`config.mk`:
```
export PLATFORM = sky130hd
export DESIGN_NAME = pulse_capture_frame_decoder_core
export DESIGN_NICKNAME = d
export VERILOG_FILES = /design/src/rtl/pcfd_pkg.sv /design/src/rtl/pcfd_cfg.sv /design/src/rtl/pcfd_core.sv /design/src/rtl/pulse_capture_frame_decoder_core.sv
export SDC_FILE = /design/constraint.sdc
export NUM_CORES = 1
export LEC_CHECK = 0
export BUFFER_PORTS_ARGS = -buffer_cell sky130_fd_sc_hd__buf_2
export CAP_MARGIN = 10
export CELL_PAD_IN_SITES_DETAIL_PLACEMENT = 1
export CELL_PAD_IN_SITES_GLOBAL_PLACEMENT = 2
export CORE_MARGIN = 5
export CORE_UTILIZATION = 33
export CTS_CLUSTER_DIAMETER = 50
export DETAILED_ROUTE_END_ITERATION = 8
export PLACE_DENSITY_LB_ADDON = 0.1
export SLEW_MARGIN = 20
export SYNTH_ARGS = -nofsm -noshare
export SYNTH_HDL_FRONTEND = slang
export SYNTH_HIERARCHICAL = 1
export SYNTH_SLANG_ARGS = --single-unit
```
`constraint.sdc`:
```
create_clock -name i_clk -period 3.04 [get_ports i_clk]
set_input_delay 0.304 -clock i_clk [delete_from_list [all_inputs] [get_ports i_clk]]
set_output_delay 0.304 -clock i_clk [all_outputs]
set_load 0.05 [all_outputs]
```
`src/rtl/pcfd_pkg.sv`:
```
// Shared types and constants for the pulse capture frame decoder.
// Used by every module of the block; depends on nothing.
package pcfd_pkg;

    localparam int CAPTURE_BITS_DEF = 16;
    localparam int FRAME_SHIFT      = 5;
    localparam int VALUE_W          = 11;
    localparam int INDEX_W          = 6;
    localparam int COUNT_W          = 32;
    localparam int TIME_W           = 16;
    localparam int ADDR_W           = 4;
    localparam int DATA_W           = 32;

    localparam logic [INDEX_W-1:0] INDEX_LIMIT   = 6'd32;
    localparam logic [TIME_W-1:0]  GAP_LIMIT_RST = 16'd182;
    localparam logic [TIME_W-1:0]  THRESH_RST    = 16'd80;
    localparam logic [INDEX_W-1:0] EXPECT_RST    = 6'd15;

    typedef enum logic [1:0] {
        REG_GAP_LIMIT  = 2'd0,
        REG_THRESHOLD  = 2'd1,
        REG_EXPECT_CNT = 2'd2
    } t_reg_idx;

    typedef struct packed {
        logic [TIME_W-1:0]  gap_cycle_limit;
        logic [TIME_W-1:0]  one_high_threshold;
        logic [INDEX_W-1:0] expected_bit_count;
    } t_cfg;

    typedef struct packed {
        logic [TIME_W-1:0] cycle_time;
        logic [TIME_W-1:0] high_time;
    } t_in_word;

    typedef struct packed {
        logic               frame_ok;
        logic [VALUE_W-1:0] frame_value;
        logic [COUNT_W-1:0] good_frames;
        logic [COUNT_W-1:0] bad_frames;
    } t_out_word;

endpackage

```
`src/rtl/pcfd_cfg.sv`:
```
// Configuration register file with an APB-style slave port.
// Depends on pcfd_pkg for the register struct and index codes.
module pcfd_cfg import pcfd_pkg::*; (
    input  logic              i_clk,
    input  logic              i_rst_n,
    input  logic              psel,
    input  logic              penable,
    input  logic              pwrite,
    input  logic [ADDR_W-1:0] paddr,
    input  logic [DATA_W-1:0] pwdata,
    output logic [DATA_W-1:0] prdata,
    output logic              pready,
    output t_cfg              o_cfg
);

    t_cfg     r_cfg;
    t_reg_idx w_idx;
    logic     w_wr;

    assign w_idx  = t_reg_idx'(paddr[3:2]);
    assign w_wr   = psel && penable && pwrite;
    assign pready = 1'b1;
    assign o_cfg  = r_cfg;

    always_ff @(posedge i_clk) begin
        if (!i_rst_n) begin
            r_cfg.gap_cycle_limit    <= GAP_LIMIT_RST;
            r_cfg.one_high_threshold <= THRESH_RST;
            r_cfg.expected_bit_count <= EXPECT_RST;
        end else if (w_wr) begin
            case (w_idx)
                REG_GAP_LIMIT:  r_cfg.gap_cycle_limit    <= pwdata[TIME_W-1:0];
                REG_THRESHOLD:  r_cfg.one_high_threshold <= pwdata[TIME_W-1:0];
                REG_EXPECT_CNT: r_cfg.expected_bit_count <= pwdata[INDEX_W-1:0];
                default: ;
            endcase
        end
    end

    always_comb begin
        case (w_idx)
            REG_GAP_LIMIT:  prdata = DATA_W'(r_cfg.gap_cycle_limit);
            REG_THRESHOLD:  prdata = DATA_W'(r_cfg.one_high_threshold);
            REG_EXPECT_CNT: prdata = DATA_W'(r_cfg.expected_bit_count);
            default:        prdata = '0;
        endcase
    end

endmodule

```
`src/rtl/pcfd_core.sv`:
```
// Decode datapath: input register, bit/gap decode, frame state and result register.
// Depends on pcfd_pkg for the word structs and constants.
module pcfd_core import pcfd_pkg::*; #(
    parameter int CAPTURE_BITS = CAPTURE_BITS_DEF
) (
    input  logic      i_clk,
    input  logic      i_rst_n,
    input  t_cfg      i_cfg,
    input  logic      i_in_valid,
    input  t_in_word  i_in_word,
    output logic      o_in_stall,
    output logic      o_out_valid,
    output t_out_word o_out_word,
    input  logic      i_out_stall
);

    logic                    r_in_valid;
    t_in_word                r_in;
    logic [CAPTURE_BITS-1:0] r_bit_word, n_bit_word;
    logic [INDEX_W-1:0]      r_bit_index, n_bit_index;
    logic [COUNT_W-1:0]      r_good, n_good;
    logic [COUNT_W-1:0]      r_bad, n_bad;
    logic                    r_out_valid;
    t_out_word               r_out, n_out;

    logic               w_gap, w_one, w_match, w_out_free, w_fire;
    logic [VALUE_W-1:0] w_value;

    assign w_gap      = r_in.cycle_time >= i_cfg.gap_cycle_limit;
    assign w_one      = r_in.high_time > i_cfg.one_high_threshold;
    assign w_match    = r_bit_index == i_cfg.expected_bit_count;
    assign w_out_free = !r_out_valid || !i_out_stall;
    // a data bit always retires; a gap waits for room in the result register
    assign w_fire     = r_in_valid && (!w_gap || w_out_free);
    assign o_in_stall = r_in_valid && !w_fire;

    // first received bits, MSB first: bit-reverse within the capture width, drop five
    genvar j;
    generate
        for (j = 0; j < VALUE_W; j++) begin : g_value
            if (CAPTURE_BITS - 1 - FRAME_SHIFT - j >= 0) begin : g_tap
                assign w_value[j] = r_bit_word[CAPTURE_BITS - 1 - FRAME_SHIFT - j];
            end else begin : g_zero
                assign w_value[j] = 1'b0;
            end
        end
    endgenerate

    always_comb begin
        n_bit_word  = r_bit_word;
        n_bit_index = r_bit_index;
        n_good      = r_good;
        n_bad       = r_bad;
        if (w_fire && !w_gap) begin
            if (r_bit_index < INDEX_LIMIT) begin
                for (int k = 0; k < CAPTURE_BITS; k++) begin
                    if (w_one && r_bit_index == INDEX_W'(k)) begin
                        n_bit_word[k] = 1'b1;
                    end
                end
                n_bit_index = r_bit_index + 1'b1;
            end
        end else if (w_fire && w_gap) begin
            n_bit_word  = '0;
            n_bit_index = '0;
            n_good      = r_good + COUNT_W'(w_match);
            n_bad       = r_bad + COUNT_W'(!w_match);
        end
    end

    always_comb begin
        n_out.frame_ok    = w_match;
        n_out.frame_value = w_match ? w_value : '0;
        n_out.good_frames = n_good;
        n_out.bad_frames  = n_bad;
    end

    always_ff @(posedge i_clk) begin
        if (!i_rst_n) begin
            r_in_valid  <= 1'b0;
            r_bit_word  <= '0;
            r_bit_index <= '0;
            r_good      <= '0;
            r_bad       <= '0;
            r_out_valid <= 1'b0;
        end else begin
            if (!o_in_stall) begin
                r_in_valid <= i_in_valid;
            end
            r_bit_word  <= n_bit_word;
            r_bit_index <= n_bit_index;
            r_good      <= n_good;
            r_bad       <= n_bad;
            if (w_fire && w_gap) begin
                r_out_valid <= 1'b1;
            end else if (!i_out_stall) begin
                r_out_valid <= 1'b0;
            end
        end
    end

    always_ff @(posedge i_clk) begin
        if (!o_in_stall) begin
            r_in <= i_in_word;
        end
        if (w_fire && w_gap) begin
            r_out <= n_out;
        end
    end

    assign o_out_valid = r_out_valid;
    assign o_out_word  = r_out;

`ifndef SYNTH
    a_index_range: assert property (@(posedge i_clk) disable iff (!i_rst_n)
        r_bit_index <= INDEX_LIMIT)
        else $error("bit index beyond limit");

    a_gap_clears: assert property (@(posedge i_clk) disable iff (!i_rst_n)
        (w_fire && w_gap) |=> (r_bit_index == '0 && r_bit_word == '0))
        else $error("frame state not cleared after gap");

    a_one_count_per_frame: assert property (@(posedge i_clk) disable iff (!i_rst_n)
        (w_fire && w_gap) |=>
            (COUNT_W'(r_good + r_bad) == COUNT_W'($past(r_good) + $past(r_bad) + 1'b1)))
        else $error("frame counters did not advance by one");

    a_reject_zero_value: assert property (@(posedge i_clk) disable iff (!i_rst_n)
        (r_out_valid && !r_out.frame_ok) |-> (r_out.frame_value == '0))
        else $error("rejected frame carries a value");

    a_bits_no_result: assert property (@(posedge i_clk) disable iff (!i_rst_n)
        (w_fire && !w_gap && !r_out_valid) |=> !r_out_valid)
        else $error("data bit produced a result");
`endif

endmodule

```
`src/rtl/pulse_capture_frame_decoder_core.sv`:
```
// Pulse capture frame decoder: takes one captured pulse word (cycle time, high time) per
// cycle unless the input is stalled. Short cycles are data bits, a cycle at or above the
// gap limit ends the frame and yields one result word with the frame status, the first
// eleven bits MSB first, and the running good/bad frame counts. Throughput is one input
// word per clock while not stalled; a result word passes from its gap word through the
// input register, then the result register. Input stalls only while a gap word waits in
// the input register behind a full result register whose output is stalled.
// Depends on pcfd_pkg, pcfd_cfg and pcfd_core.
module pulse_capture_frame_decoder_core import pcfd_pkg::*; #(
    parameter int CAPTURE_BITS = CAPTURE_BITS_DEF
) (
    input  logic              i_clk,
    input  logic              i_rst_n,
    input  logic              psel,
    input  logic              penable,
    input  logic              pwrite,
    input  logic [ADDR_W-1:0] paddr,
    input  logic [DATA_W-1:0] pwdata,
    output logic [DATA_W-1:0] prdata,
    output logic              pready,
    input  logic              i_in_valid,
    input  t_in_word          i_in_word,
    output logic              o_in_stall,
    output logic              o_out_valid,
    output t_out_word         o_out_word,
    input  logic              i_out_stall
);

    t_cfg w_cfg;

    pcfd_cfg u_cfg (
        .i_clk   (i_clk),
        .i_rst_n (i_rst_n),
        .psel    (psel),
        .penable (penable),
        .pwrite  (pwrite),
        .paddr   (paddr),
        .pwdata  (pwdata),
        .prdata  (prdata),
        .pready  (pready),
        .o_cfg   (w_cfg)
    );

    pcfd_core #(
        .CAPTURE_BITS (CAPTURE_BITS)
    ) u_core (
        .i_clk       (i_clk),
        .i_rst_n     (i_rst_n),
        .i_cfg       (w_cfg),
        .i_in_valid  (i_in_valid),
        .i_in_word   (i_in_word),
        .o_in_stall  (o_in_stall),
        .o_out_valid (o_out_valid),
        .o_out_word  (o_out_word),
        .i_out_stall (i_out_stall)
    );

endmodule
```
Word level (Yosys, flattened, before mapping)
Cells that the tools add are included.
- mux-type cells: 24
- reductions and logical operators: 42
- magnitude comparators: 3
- eq/ne operators: 26
- add/sub/neg operators: 3
- operators with widths (operator ; number):
    $mux W32 ; 4
    $add A32 B1 Y32 ; 2
    $pmux W16 S3 ; 1
    $mux W11 ; 3
    $reduce_and A3 Y1 ; 11
    $eq A6 B3 Y1 const B ; 4
    $ne A2 B2 Y1 const B ; 12
    $eq A6 B4 Y1 const B ; 3
    $mux W6 ; 3
    $logic_and A1 B1 Y1 ; 17
    $ge A16 B16 Y1 ; 1
    $gt A16 B16 Y1 ; 1
    $mux W1 ; 13
    $eq A6 B2 Y1 const B ; 2
    $reduce_and A2 Y1 ; 4
    $add A6 B1 Y6 const B ; 1
    $eq A6 B1 Y1 const B ; 1
    $eq A6 B6 Y1 ; 1
    $logic_not A6 Y1 ; 1
    $lt A6 B6 Y1 const B ; 1
    $logic_not A1 Y1 ; 5
    $eq A2 B1 Y1 const B ; 1
    $eq A2 B2 Y1 const B ; 1
    $logic_not A2 Y1 ; 1
    other kinds (3) ; 4
- register bits after elaboration: 229

Longest topological paths before layout
Gate-level depths: netlist of run 1.
- depth after elaboration: 7
- depth in mapped cells: 15

Modules after synthesis
The synthesis of run 1 kept the hierarchy.
- by module, submodules not included (module ; times used ; area an instance (sq um) ; cells an instance):
    pcfd_core ; 1 ; 8952.3 ; 776
    pcfd_cfg ; 1 ; 2005.7 ; 220

Worst setup path before layout of run 1
Ideal clock, no wire load.
- kind: reg2reg
- from: reg u_cfg.r_cfg (netlist bit u_cfg/o_cfg[35])
- to: reg u_core.r_in_valid
- cell stages (with the launch flop): 11
- slack: -0.484 ns
- setup time: 0.116 ns
- data required time: 2.924 ns
- buffers on the path: 1
- arrival: 3.408 ns
- cells stage by stage: dfxtp_1 > inv_1 > ha_1 > a21oi_1 > o21ai_0 > nor4_4 > clkbuf_1 > a21oi_1 > nand2_1 > inv_1 > o21a_1
- word-level cells in the longest chain between the ends: 6
- RTL lines (element ; line ; source):
    start, declared ; pcfd_cfg.sv:16 ; t_cfg r_cfg;
    $ge A16 B16 Y1 ; pcfd_core.sv:29 ; assign w_gap = r_in.cycle_time >= i_cfg.gap_cycle_limit;
    $logic_not A1 Y1 ; pcfd_core.sv:34 ; assign w_fire = r_in_valid && (!w_gap || w_out_free);
    $logic_or A1 B1 Y1 ; pcfd_core.sv:34 ;
    $logic_and A1 B1 Y1 ; pcfd_core.sv:34 ;
    $logic_not A1 Y1 ; pcfd_core.sv:35 ; assign o_in_stall = r_in_valid && !w_fire;
    $logic_and A1 B1 Y1 ; pcfd_core.sv:35 ;
    net o_in_stall ; pulse_capture_frame_decoder_core.sv:23 ; output logic o_in_stall,
    end signal, assigned ; pcfd_core.sv:88 ; r_in_valid <= i_in_valid;
    end, declared ; pcfd_core.sv:17 ; logic r_in_valid;
The timed path passes the listed nets, and every way through them passes these cells.
A chain may end at the register's enable or synchronous reset.

Final worst setup path of run 1
- from: reg u_core/r_in[16] (netlist name)
- to: out o_in_stall
- word-level cells in the longest chain between the ends: 6
- RTL lines (element ; line ; source):
    start, declared ; pcfd_core.sv:18 ; t_in_word r_in;
    start signal, assigned ; pcfd_core.sv:104 ; r_in <= i_in_word;
    $ge A16 B16 Y1 ; pcfd_core.sv:29 ;
    $logic_not A1 Y1 ; pcfd_core.sv:34 ;
    $logic_or A1 B1 Y1 ; pcfd_core.sv:34 ;
    $logic_and A1 B1 Y1 ; pcfd_core.sv:34 ;
    $logic_not A1 Y1 ; pcfd_core.sv:35 ;
    $logic_and A1 B1 Y1 ; pcfd_core.sv:35 ;
    end, declared ; pulse_capture_frame_decoder_core.sv:23 ;
Every way passes these cells.

==> metrics.csv, run 1 <==
metric;value;unit
status;finished, final reports clean;
final setup vio count;0;
LEAKAGE;0.00569;uW
Crit. End Element;primary output;
Cells after Synth;996;
Pwr Density;593;mW/mm2
root buffer cell;clkbuf_16;
met2 WL;13700;um
antenna cells;0;
Tot GR Track Use;15.6;%
final period utilization;94.7;%
layout cell share with drive strength beyond 1;24.0;%
fin. max-slew vios;0;
kind of critical path;reg2out;
post-synthesis sequential area ratio;51.7;%
RR Startpoint;u_cfg/o_cfg[35];
fmax;347;MHz
CTS buffer count;35;
Ys Warns;6;
ranking of synthesized cells by area;edfxtp_1 (30%), dfxtp_1 (22%), mux2i_1 (6.8%), ha_1 (4.6%), nand2_1 (4.0%);
via count;7917;
ys async rst share;0;%
Row Count;66;
count of cell types in the netlist;72;
wl on met1;13400;um
H-tree depth;2;
routability congestion estimate;0.742;
Endpoint, Worst Hold;u_core/r_in[20];
worst min-delay path class;in2reg;
DRC viols;0;
Nets;1319;
commonest cells in the netlist;dfxtp_1 (121), nand2_1 (118), edfxtp_1 (108);
Yosys top cell by area;edfxtp_1;
worst flop-to-flop path endpoint;u_core/r_bad[13];
depth of the worst register-to-register path;12;
Yosys reg bits;229;
wire length on met3;1170;um
Post-synth EDFFs;108;
Critical Path RT;2.74;ns
DRT iter0 DRCs;284;
DRT antenna net count;0;
core area;0.0327;mm2
Worst Skew;0.0224;ns
antenna violations before repair;0;
Max FO, Critical Path;5;
final non-filler cell area;0.0138;mm2
via/cell ratio;4.74;
Area Overhead vs Synth;26.2;%
peak supply drop;0.376;mV
IO Count;186;
Worst-path clk slew;0.05;ns
total clock sinks;229;
crit path DAT;2.58;ns
Setup crit start kind;flop;
Post-Route Setup TNS;0;ns
Least-Margin Pin Slew;0.646;ns
Avg WL per Cell;17.3;um
DIE HEIGHT;192;um
Syn Area/Cell;11.0;um2
Die ar.;0.0370;mm2
Fin. Hold Viols;0;
largest net degree at the start of global routing;117;
IO Port Bufs;150;
die width;192;um
Initial Utilization;33.5;%
fillers;3632;
setup repair after global routing missed its margin;no;
DR pass1 iterations;4;
first-pass GRT wire length;45700;um
Max Root-Sink Buffers;3;
GRT Residual Overflow;0;
Synth Flop Type;dfxtp_1;
top cell type's share of synthesized area;29.6;%
vias in the first global route;8345;
flop2flop setup slack;0.19;ns
dpl cell area;0.0122;mm2
Slew HR;57.0;%
DRT Wirelength;29000;um
most instantiated library cell after synthesis;dfxtp_1;
Worst Hold Launch;i_in_word[20];
CTS tree;yes;
HPWL after DPL;20300;um
later-pin clock latency in the skew report;0.51;ns
hold path cells;1;
Top Metal Used;met4;
MaxCap Viol Count;0;
post-route minimum period;2.88;ns
cell area after synthesis;0.0110;mm2
## critical path, stage by stage (launching register included)
cell      delay [ns]
edfxtp_1        0.35
inv_1           0.08
ha_1            0.22
nand2b_1        0.14
a2111o_1        0.48
a32oi_4         0.36
a21oi_4         0.13
nand2_8         0.09
inv_1           0.07
buf_6           0.15
## flip-flops by register name, summed over array words and instances (netlist names), 6 cells and up
register / count
u_core/r_bit_index: 6
u_core/r_bad: 32
u_core/r_bit_word: 11
u_cfg/o_cfg: 38
u_core/o_out_word: 76
u_core/r_good: 32
u_core/r_in: 32
## cell type report
class,count,area [um2],area share [%]
clock buffers,42,955,6.91
clock inverters,20,240,1.74
inverters,49,184,1.33
multi-input cells,669,4820,34.8
flip-flops and latches,229,5670,41.0
well taps,442,553,4.00
repair buffers,220,1410,10.2
## worst max path at each step
stage,startpoint,to,cells after the start
finish,u_core/r_in[16],o_in_stall,9
global route,u_core/r_in[16],u_core/r_bit_word[0],9
CTS,u_core/r_in[16],o_in_stall,9
detailed placement,u_cfg/o_cfg[33],o_in_stall,9
global placement,u_cfg/o_cfg[33],o_in_stall,9
floorplan,u_core/r_bit_index[2],u_core/o_out_word[63],12
## cell usage in the layout (no fill, tap or decap), types with 5 or more instances in the layout
cell | netlist | routed
inv_1 | 48 | 48
buf_2 | 7 | 148
conb_1 | 2 | 17
or3_1 | 6 | 6
xor2_1 | 35 | 35
a21oi_1 | 24 | 23
and3_1 | 13 | 13
dfxtp_1 | 121 | 120
a31o_2 | 5 | 5
mux2_2 | 5 | 5
dlygate4sd3_1 | 0 | 30
ha_1 | 40 | 39
or4_4 | 5 | 5
xnor2_1 | 31 | 31
nor2_1 | 32 | 32
mux2i_1 | 74 | 74
nand2b_1 | 30 | 30
a211oi_1 | 11 | 11
nand3_1 | 37 | 37
nand4_1 | 28 | 28
buf_4 | 20 | 37
clkbuf_16 | 0 | 37
nor2b_1 | 8 | 8
and2_1 | 51 | 51
edfxtp_1 | 108 | 108
a2111oi_2 | 5 | 5
nand2_1 | 118 | 117
o21ai_0 | 26 | 25
## metrics by stage
stage	instances	hold slack (ns)	total power, uW	worst slack (ns)	utilization (%)
after global routing	1671	0.00660	8530	0.00472	42.3
after floorplan	1011	0.403	3930	0.146	-
after global placement	1572	0.457	4110	0.149	37.4
after detailed placement	1572	0.456	4120	0.122	37.4
final	1671	0.0252	8190	0.161	42.3
after CTS	1666	0.0000278	8330	0.0242	42.0
## per-layer routing
metal / track usage [%] / vias up
met5: 0 / -
met4: 4.55 / 0
met3: 3.02 / 55
met2: 25.9 / 143
met1: 20.7 / 3801
li1: - / 3918
## kinds of logic after synthesis
logic type	after synthesis	share of synthesized area [%]
AOI/OAI and AO/OA	109	7.51
muxes	79	7.27
xor gates and xnor gates	66	5.28
buffers and inverters	113	5.49
DFF	229	51.7
other	2	0.0685
and+or+nand+nor	358	18.1
adders and majority gates	40	4.57
## power breakdown
part,internal [uW],switching [uW],leakage (uW)
registers,3320,31.7,0.00197
clock network,2610,1500,0.000577
logic,199,541,0.00314
total,6120,2070,0.00569
## timing repair
action | 4_1_cts | 5_1_grt
hold buffers | 30 | 0
setup buffers | 2 | 5
pin swaps | 2 | 6
endpoints found under the setup margin | 1 | 4
hold endpoints to repair | 30 | 0
resized for setup | 4 | 7
(Power assumes the default switching activity.)
==> run 2, diff against run 1 <==
--- a/config.mk
+++ b/config.mk
@@ -9,7 +9,6 @@
 export CAP_MARGIN = 10
 export CELL_PAD_IN_SITES_DETAIL_PLACEMENT = 1
 export CELL_PAD_IN_SITES_GLOBAL_PLACEMENT = 2
-export CORE_MARGIN = 5
 export CORE_UTILIZATION = 33
 export CTS_CLUSTER_DIAMETER = 50
 export DETAILED_ROUTE_END_ITERATION = 8
==> metrics.csv, run 2 (same netlist as run 1, synthesis figures left out) <==
metric;value;unit;change
status;finished, final reports clean;;
Crit. End Element;primary output;;
DIE HEIGHT;184;um;-4.2%
later-pin clock latency in the skew report;0.50;ns;about the same
final period utilization;94.6;%;-0.13 points
post-route minimum period;2.88;ns;-0.00382 ns
GRT Residual Overflow;0;;unchanged
fillers;3575;;-1.6%
Initial Utilization;33.6;%;+0.085 points
Setup crit start kind;flop;;
Max FO, Critical Path;14;;+9
DRT antenna net count;0;;unchanged
DRT Wirelength;27800;um;-4.1%
commonest cells after routing, fill and taps aside;buf_2 (148), dfxtp_1 (121), nand2_1 (117);;
fin. max-slew vios;0;;unchanged
CTS buffer count;34;;-2.9%
via/cell ratio;4.69;;-1.0%
MaxCap Viol Count;0;;unchanged
fin cells;1671;;unchanged
final setup vio count;0;;unchanged
most common cell after layout, fill and taps aside;buf_2;;
Setup WS post-layout;0.165;ns;+0.00382 ns
total clock sinks;229;;unchanged
worst hold slack;0.0628;ns;+0.0375 ns
peak supply drop;0.323;mV;-14%
H-tree depth;2;;unchanged
Max Root-Sink Buffers;3;;unchanged
final non-filler cell area;0.0138;mm2;-0.14%
DRT iter0 DRCs;272;;-4.2%
Largest register FFs;76;;unchanged
Fin. Hold Viols;0;;unchanged
Avg WL per Cell;16.6;um;-4.1%
IO Count;186;;unchanged
Least-Margin Pin Slew;0.567;ns;-0.0783 ns
Nets;1318;;-0.076%
root buffer cell;clkbuf_16;;
Worst-path clk slew;0.06;ns;about the same
DRC viols;0;;unchanged
Post-Place Setup Slack;0.113;ns;-0.00885 ns
via count;7838;;-1.0%
Die ar.;0.0339;mm2;-8.2%
antenna violations before repair;0;;unchanged
kind of critical path;reg2out;;
DR pass1 iterations;4;;unchanged
fmax;348;MHz;+0.13%
core area;0.0326;mm2;-0.25%
HPWL after DPL;19500;um;-4.0%
setup repair after global routing missed its margin;no;;
Slew HR;62.2;%;+5.2 points
first-pass GRT wire length;44400;um;-2.8%
Post-Route Setup TNS;0;ns;unchanged
Pwr Density;591;mW/mm2;-0.22%
dpl cell area;0.0122;mm2;about the same
Tot GR Track Use;16.8;%;+1.2 points
die width;184;um;-4.2%
largest net degree at the start of global routing;99;;-15%
vias in the first global route;8149;;-2.3%
Worst Skew;0.0117;ns;-0.0106 ns
Area Overhead vs Synth;26.0;%;
antenna cells;0;;unchanged
CTS tree;yes;;
routability congestion estimate;0.754;;+1.6%
Critical Path RT;2.74;ns;about the same
Row Count;66;;unchanged
worst min-delay path class;in2reg;;
LEAKAGE;0.00568;uW;-0.25%
DP Cell Count;1573;;+0.064%
layout cell share with drive strength beyond 1;23.8;%;-0.16 points
IO Port Bufs;150;;unchanged
crit path DAT;2.57;ns;about the same
==> run 2: layout make-up <==
class | count | area, um2 | area share, %
clock buffer | 40 | 937 | 6.79
clock inverter | 22 | 253 | 1.83
inverter | 49 | 184 | 1.33
multi-input combinational | 669 | 4810 | 34.8
sequential | 229 | 5670 | 41.0
tap | 442 | 553 | 4.01
timing repair buffer | 220 | 1400 | 10.2
==> run 2: path summary, 6_finish.rpt <==
path                             start              endpoint  slack [ns]  depth (start not counted)
setup reg to reg       u_cfg/o_cfg[37]      u_core/r_good[1]        0.20                         11
hold reg to reg   u_core/r_bit_word[0]  u_core/r_bit_word[0]        0.47                          1
hold / removal              i_in_valid     u_core/r_in_valid        0.06                          2
setup / recovery       u_cfg/o_cfg[35]            o_in_stall        0.16                         10
==> run 2: repair_timing <==
action                                  4_1_cts  5_1_grt
buffers inserted                              3        1
resized for setup                             5        8
hold buffers                                 32        0
cloned                                        0        0
endpoints found under the hold margin        32        0
pin swaps                                     3        3
endpoints found under the setup margin        1       16
==> run 2: report_power, final <==
group          total [uW]  switching, uW  internal, uW
combinational         730            532           197
sequential           3350           34.3          3310
clock                4080           1500          2580
total                8160           2070          6090
==> run 2: critical path: stages, from the launching register on <==
cell and delay (ns):
dfxtp_1 0.35, inv_1 0.08, ha_1 0.34, a21oi_1 0.08
o21ai_0 0.32, nor4_4 0.09, buf_4 0.17, a21oi_4 0.21
nand2_8 0.15, inv_2 0.11, buf_6 0.16
==> run 2: through the flow <==
stage                     total power (uW)  utilization [%]
after floorplan                       3930                -
after global placement                4110             37.4
after detailed placement              4110             37.4
after CTS                             8300             42.2
after global routing                  8460             42.3
final                                 8160             42.3
==> run 2: routing by layer <==
metal,vias up,global-route usage (%),wire [um]
met5,-,0,0
met4,0,5.07,597
met3,43,3.00,1030
met2,133,27.8,13100
met1,3762,22.1,13100
li1,3900,-,-
